**src/rtl/lprl_pkg.sv**
```systemverilog
// Types and constants for the longest-prefix route lookup.
package lprl_pkg;

   localparam int unsigned AddrBits  = 32;
   localparam int unsigned SlotBits  = 4;
   localparam int unsigned IfaceBits = 8;
   localparam int unsigned OpBits    = 2;

   // req_tdata layout, lowest bit first
   localparam int unsigned SlotLsb    = 0;
   localparam int unsigned PrefixLsb  = SlotLsb + SlotBits;
   localparam int unsigned MaskLsb    = PrefixLsb + AddrBits;
   localparam int unsigned GwLsb      = MaskLsb + AddrBits;
   localparam int unsigned IfaceLsb   = GwLsb + AddrBits;
   localparam int unsigned LookupLsb  = IfaceLsb + IfaceBits;
   localparam int unsigned ReqUsed    = LookupLsb + AddrBits;
   localparam int unsigned ReqBits    = ((ReqUsed + 7) / 8) * 8;

   // rsp_tdata layout, lowest bit first
   localparam int unsigned RspBits    = ((AddrBits + IfaceBits + 7) / 8) * 8;

   typedef enum logic [OpBits-1:0] {
      OP_WRITE  = 2'd0,
      OP_CLEAR  = 2'd1,
      OP_LOOKUP = 2'd2
   } op_type;

   // One item moving down the cell chain, with the best match seen so far.
   typedef struct packed {
      logic                 valid;
      op_type               op;
      logic [SlotBits-1:0]  slot;
      logic [AddrBits-1:0]  prefix;
      logic [AddrBits-1:0]  netmask;
      logic [AddrBits-1:0]  gateway;
      logic [IfaceBits-1:0] iface;
      logic [AddrBits-1:0]  addr;
      logic                 hit;
      logic [AddrBits-1:0]  best_mask;
      logic [AddrBits-1:0]  hop;
      logic [IfaceBits-1:0] port;
   } beat_type;

endpackage

```
**src/rtl/lprl_cell.sv**
```systemverilog
// One route slot of the lookup chain: holds a route and updates passing beats.
module lprl_cell #(
   parameter int unsigned CELL_INDEX = 0,
   parameter int unsigned IFACE_BITS = 8
) (
   input  logic               clock,
   input  logic               reset,
   input  logic               advance,
   input  lprl_pkg::beat_type beat_in,
   output lprl_pkg::beat_type beat_out
);

   localparam int unsigned StoreBits =
      (IFACE_BITS < lprl_pkg::IfaceBits) ? IFACE_BITS : lprl_pkg::IfaceBits;

   logic                                route_valid_ff;
   logic                                route_valid_in;
   logic [lprl_pkg::AddrBits-1:0]       route_prefix_ff;
   logic [lprl_pkg::AddrBits-1:0]       route_mask_ff;
   logic [lprl_pkg::AddrBits-1:0]       route_gateway_ff;
   logic [StoreBits-1:0]                route_iface_ff;
   lprl_pkg::beat_type                  beat_ff;
   lprl_pkg::beat_type                  beat_in_next;
   logic                                slot_sel;
   logic                                do_write;
   logic                                match;
   logic                                better;

   assign slot_sel = (32'(beat_in.slot) == CELL_INDEX);
   assign do_write = advance && beat_in.valid && slot_sel && (beat_in.op == lprl_pkg::OP_WRITE);

   assign match  = route_valid_ff &&
                   ((route_prefix_ff & route_mask_ff) == (beat_in.addr & route_mask_ff));
   // strict compare keeps ties with the earlier (lower) slot
   assign better = match && (!beat_in.hit || (route_mask_ff > beat_in.best_mask));

   always_comb begin
      route_valid_in = route_valid_ff;
      if (advance && beat_in.valid && slot_sel) begin
         unique case (beat_in.op)
            lprl_pkg::OP_WRITE:  route_valid_in = 1'b1;
            lprl_pkg::OP_CLEAR:  route_valid_in = 1'b0;
            default:             route_valid_in = route_valid_ff;
         endcase
      end
   end

   always_comb begin
      beat_in_next = beat_in;
      if (beat_in.op == lprl_pkg::OP_LOOKUP && better) begin
         beat_in_next.hit       = 1'b1;
         beat_in_next.best_mask = route_mask_ff;
         beat_in_next.hop       = route_gateway_ff;
         beat_in_next.port      = lprl_pkg::IfaceBits'(route_iface_ff);
      end
   end

   // valid bits reset; route and beat payload only load
   always_ff @(posedge clock) begin
      if (reset) begin
         route_valid_ff <= 1'b0;
         beat_ff.valid  <= 1'b0;
      end else begin
         route_valid_ff <= route_valid_in;
         if (advance) begin
            beat_ff.valid <= beat_in_next.valid;
         end
      end
      if (do_write) begin
         route_prefix_ff  <= beat_in.prefix;
         route_mask_ff    <= beat_in.netmask;
         route_gateway_ff <= beat_in.gateway;
         route_iface_ff   <= beat_in.iface[StoreBits-1:0];
      end
      if (advance) begin
         beat_ff.op        <= beat_in_next.op;
         beat_ff.slot      <= beat_in_next.slot;
         beat_ff.prefix    <= beat_in_next.prefix;
         beat_ff.netmask   <= beat_in_next.netmask;
         beat_ff.gateway   <= beat_in_next.gateway;
         beat_ff.iface     <= beat_in_next.iface;
         beat_ff.addr      <= beat_in_next.addr;
         beat_ff.hit       <= beat_in_next.hit;
         beat_ff.best_mask <= beat_in_next.best_mask;
         beat_ff.hop       <= beat_in_next.hop;
         beat_ff.port      <= beat_in_next.port;
      end
   end

   assign beat_out = beat_ff;

endmodule

```
**config.mk**
```make
export PLATFORM = sky130hd
export DESIGN_NAME = lprl_cell
export DESIGN_NICKNAME = d
export VERILOG_FILES = /design/src/rtl/lprl_pkg.sv /design/src/rtl/lprl_cell.sv
export SDC_FILE = /design/constraint.sdc
export NUM_CORES = 1
export LEC_CHECK = 0
export ABC_AREA = 1
export CORE_AREA = 2 2 168 170
export DETAILED_ROUTE_END_ITERATION = 8
export DIE_AREA = 0 0 170 172
export DONT_BUFFER_PORTS = 1
export PLACE_DENSITY = 0.68
export SLEW_MARGIN = 20
export SYNTH_ARGS = -nofsm -noshare
export SYNTH_HDL_FRONTEND = slang
export SYNTH_SLANG_ARGS = --single-unit
```
**constraint.sdc**
```tcl
create_clock -name clock -period 8.8 [get_ports clock]
set_clock_uncertainty 0.05 [all_clocks]
set_input_delay 0.44 -clock clock [delete_from_list [all_inputs] [get_ports clock]]
set_output_delay 0.44 -clock clock [all_outputs]
set_load 0.02 [all_outputs]
```
Word level (Yosys, flattened, before mapping)
Cells that the tools add are included.
{"block": "word_totals", "register_bits": 321, "word_cells": 37}
{"block": "classes", "magnitude_cmp": 1, "eq_ne": 3, "mux": 2, "bitwise": 2, "n_reduce_logical": 12}
{"operator": "2-to-1 mux 72 bit", "n": 1}
{"operator": "AND 32 bit", "n": 2}
{"operator": "== test 32 bit", "n": 1}
{"operator": "greater-than comparator 32 bit", "n": 1}
{"operator": "logical AND 1 bit", "n": 6}
{"operator": "logical NOT 4 bit", "n": 1}
{"operator": "== test 2 x 1 -> 1 bit, second input constant", "n": 1}
{"operator": "== test 2 bit, second input constant", "n": 1}
{"operator": "logical NOT 2 bit", "n": 1}
{"operator": "one-hot mux 1 bit (2 select lines)", "n": 1}
{"operator": "AND reduction 2 bit", "n": 1}
{"operator": "nonzero test 2 bit", "n": 1}
{"operator": "logical NOT 1 bit", "n": 1}
{"operator": "logical OR 1 bit", "n": 1}

Depth between registers and ports, before layout
{"block": "logic_depth", "depth_word": 6, "ltp_mapped": 19, "ltp_nobuf": 18}

Worst setup path before layout
No wires, ideal clock.
{"block": "synth_timing", "path_type": "input -> register", "startpoint": "in beat_in[209] (netlist bit)", "endpoint": "reg route_gateway_ff[0] (netlist bit), enable pin", "setup_time_ps": 569, "arrival_time_ps": 5396, "path_slack_ps": 2785, "stages": 4, "n_path_buf": 0, "path_cell_list": "or3_1 > nor4_1 > inv_1 > nor2_1"}
{"block": "synth_via", "elab_chain_len": 3}
{"element": "from (decl)", "line": "lprl_cell.sv:9", "text": "input lprl_pkg::beat_type beat_in,"}
{"element": "logical NOT 4 bit", "line": "lprl_cell.sv:29", "text": "assign slot_sel = (32'(beat_in.slot) == CELL_INDEX);"}
{"element": "logical AND 1 bit (2 in a row)", "line": "lprl_cell.sv:30", "text": "assign do_write = advance && beat_in.valid && slot_sel && (beat_in.op == lprl_pkg::OP_WRITE);"}
{"element": "named net do_write", "line": "lprl_cell.sv:25", "text": "logic do_write;"}
{"element": "to (signal assigned)", "line": "lprl_cell.sv:72", "text": "route_gateway_ff <= beat_in.gateway;"}
{"element": "to (decl)", "line": "lprl_cell.sv:20", "text": "logic [lprl_pkg::AddrBits-1:0] route_gateway_ff;"}
The timed path passes the listed nets, and every way through them passes these cells.
A chain may end at the register's enable or synchronous reset.

==> results.json <==
{
  "hold_viol_final": 0,
  "tns_ps": 0,
  "p_comb_frac": 0.046,
  "grt_max_degree": 216,
  "synth-compound-area-share": 0.0328,
  "clk_latency_ps": 560,
  "synth.distinct_cells": 25,
  "synth-simple-area-share": 0.112,
  "power.internal_w": 0.00262,
  "synth_top_family_by_area": "simple AND/OR/NAND/NOR gates",
  "synth_nets": 1063,
  "synth_edf_count": 319,
  "synthesis.area_um2": 12100,
  "finalInstanceArea_um2": 15400,
  "gp_congestion": 0.768,
  "layout_commonest_cell": "edfxtp_1",
  "overflow": 0,
  "max-vdd-ir-drop_mv": 0.157,
  "fmax_mhz": 267,
  "run_status": "finished, final reports clean",
  "fillers": 2087,
  "power_frac_seq": 0.565,
  "total_power_w": 0.00341,
  "synthToLayoutAreaGrowth_pct": 27.2,
  "fp-row-count": 61,
  "dr_wl_met3_um": 2640,
  "drc_errors": 0,
  "cp.arrival_ps": 4000,
  "p_sw_frac": 0.230,
  "htreeDepth": 1,
  "synth_fa_ha_area_frac": 0.0330,
  "portBuffers": 0,
  "avgRoutedWirePerCell_um": 23.3,
  "final_nets": 1277,
  "whs_path_depth": 2,
  "r2r_start": "route_mask_ff[23]$_DFFE_PP_",
  "dr.first_iter.drc_count": 676,
  "ys_seq_area_frac": 0.792,
  "synth_top_area_frac": 0.789,
  "grt_pass1_wl_um": 45900,
  "rsz0062_at_grt": "no",
  "worstSetupEndpointType": "flop",
  "drtAntennaViolNets": 0,
  "worstHoldStart": "beat_in[21]",
  "layout_common_cells": "edfxtp_1, nand2_1, dlygate4sd3_1",
  "reg2reg_depth": 12,
  "dr.pass1.iters": 5,
  "die_w_um": 170,
  "post-route-period-util": 0.425,
  "cts.path.max_buffers": 3,
  "clock_sinks": 321,
  "route.met2.wl_um": 16800,
  "async_flop_share": 0,
  "wl_um": 32600,
  "register_area_um2": 9620,
  "cp_max_fo": 73,
  "worstHoldPathType": "in2reg",
  "slew_violations": 0,
  "dp_hpwl_um": 20400,
  "grt_pass1_vias": 7302,
  "synth_xor_area_frac": 0,
  "top_layer_used": "met5",
  "core-area_um2": 27500,
  "relSlewSlack": 0.286,
  "ys_seq_elements": 321,
  "yosysTopAreaCell": "edfxtp_1",
  "initial_core_util": 0.442,
  "p_leak_nw": 5.83,
  "synthTopCellsByArea": "edfxtp_1, nand2_1, ha_1",
  "die_y_um": 172,
  "via_per_inst": 5.33,
  "io_pins": 435,
  "drive_gt1_frac": 0.0523,
  "wl_met1_um": 12600,
  "layout_min_cycle_time_ps": 3740,
  "power_density_nw_per_um2": 221,
  "gr-usage-all-layers": 0.211,
  "netSwitchingPower_w": 0.000784,
  "placed_area_um2": 12400,
  "die_area_um2": 29200,
  "synth.area.mux_share": 0,
  "cts_tree": "done",
  "finalSetupViolations": 0,
  "critical_path.startpoint": "route_mask_ff[23]$_DFFE_PP_",
  "cts_buffers": 31,
  "cts_root_buf": "clkbuf_16",
  "p_clk_frac": 0.389,
  "syn_inst": 812,
  "antenna_found_initial": 3,
  "critPathKind": "reg2reg",
  "yosys_warnings": 0,
  "multi_input_area_um2": 2170,
  "avgSynthCellArea_um2": 15.0,
  "worstPathRequired_ps": 9060,
  "worstSetupStartpointType": "flop",
  "tightest_slew_ps": 1070,
  "synth_ff_type": "edfxtp_1",
  "clkSlewWorstSetupHoldPaths_ps": 60,
  "via_count": 7464,
  "maxCapViolations": 0
}
[what timing repair did]
| action | in CTS | in global routing |
|---|---|---|
| endpoints found under the hold margin | 517 | 1 |
| setup buffers | 0 | 0 |
| hold buffers | 199 | 1 |
| setup endpoints to repair | 0 | 0 |
| resized for setup | 0 | 0 |
[state kept, by name, indices dropped and copies added, names as in the netlist]
signal	cells
route_valid_ff	1
beat_out	216
route_mask_ff	32
route_gateway_ff	32
route_prefix_ff	32
route_iface_ff	8
[worst max-delay path: stages (launching register included)]
cell and delay [ps]:
edfxtp_1 470, ha_1 340, nand2_1 70, nor2_1 160, nand4_1 110, nor2_1 300
nand2_1 110, nand2_1 70, nand2_1 80, nand2_4 620, nand2_4 650, nand2_1 260
nand2_1 80
[power groups by stage]
stage / Combinational, W / Sequential (W) / Clock [W]
after floorplan: 0.0000433 / 0.00194 / 0
after global placement: 0.0000498 / 0.00196 / 0
after detailed placement: 0.0000514 / 0.00196 / 0
after CTS: 0.000155 / 0.00193 / 0.00134
after global routing: 0.000172 / 0.00193 / 0.00140
final: 0.000158 / 0.00192 / 0.00133
[routing by layer]
metal | global-route usage | vias to the layer above
met4 | 0.0520 | 2
met1 | 0.262 | 3656
met5 | 0 | -
met2 | 0.374 | 378
li1 | - | 3381
met3 | 0.0508 | 47
[synthesized netlist by cell type, types with 6 or more instances]
| cell type | count |
|---|---|
| buf_2 | 7 |
| inv_1 | 43 |
| nor2_1 | 26 |
| o21ai_0 | 22 |
| ha_1 | 32 |
| nand3_1 | 79 |
| a21oi_1 | 24 |
| nand4_1 | 6 |
| a21boi_0 | 12 |
| edfxtp_1 | 319 |
| buf_6 | 15 |
| nand2_1 | 201 |
[through the flow]
stage	std cells	hold WS [ps]	setup slack, ps	utilization
after global placement	1139	425	5170	0.452
after floorplan	812	407	2790	-
final	1400	21.9	5060	0.562
after global routing	1399	8.93	4790	0.562
after detailed placement	1139	438	5160	0.452
after CTS	1396	0.616	5140	0.562
[path summary, 6_finish.rpt]
kind	end	slack [ps]
setup / recovery	beat_out[16]$_DFFE_PP_	5060
hold / removal	beat_out[21]$_DFFE_PP_	20
setup reg to reg	beat_out[16]$_DFFE_PP_	5060
hold reg to reg	route_valid_ff$_SDFFE_PP0P_	470
[cells by family (layout without fill, tap and decap cells)]
group	Yosys count	after routing
other	0	3
adder cells (fa/ha/maj)	32	32
AO/OA/AOI/OAI	70	70
AND/OR/NAND/NOR	323	323
buffers and inverters	66	305
flip-flops	321	321
[cell type report]
cell class	instances	share of cell area
repair buffers	203	0.132
flip-flops and latches	321	0.623
clock buffers	36	0.0514
clock inverters	22	0.0139
well taps	346	0.0280
multi-input cells	425	0.141
diodes	3	0.000486
inverters	44	0.0107
Note: power is estimated with default switching activity, not from simulation.
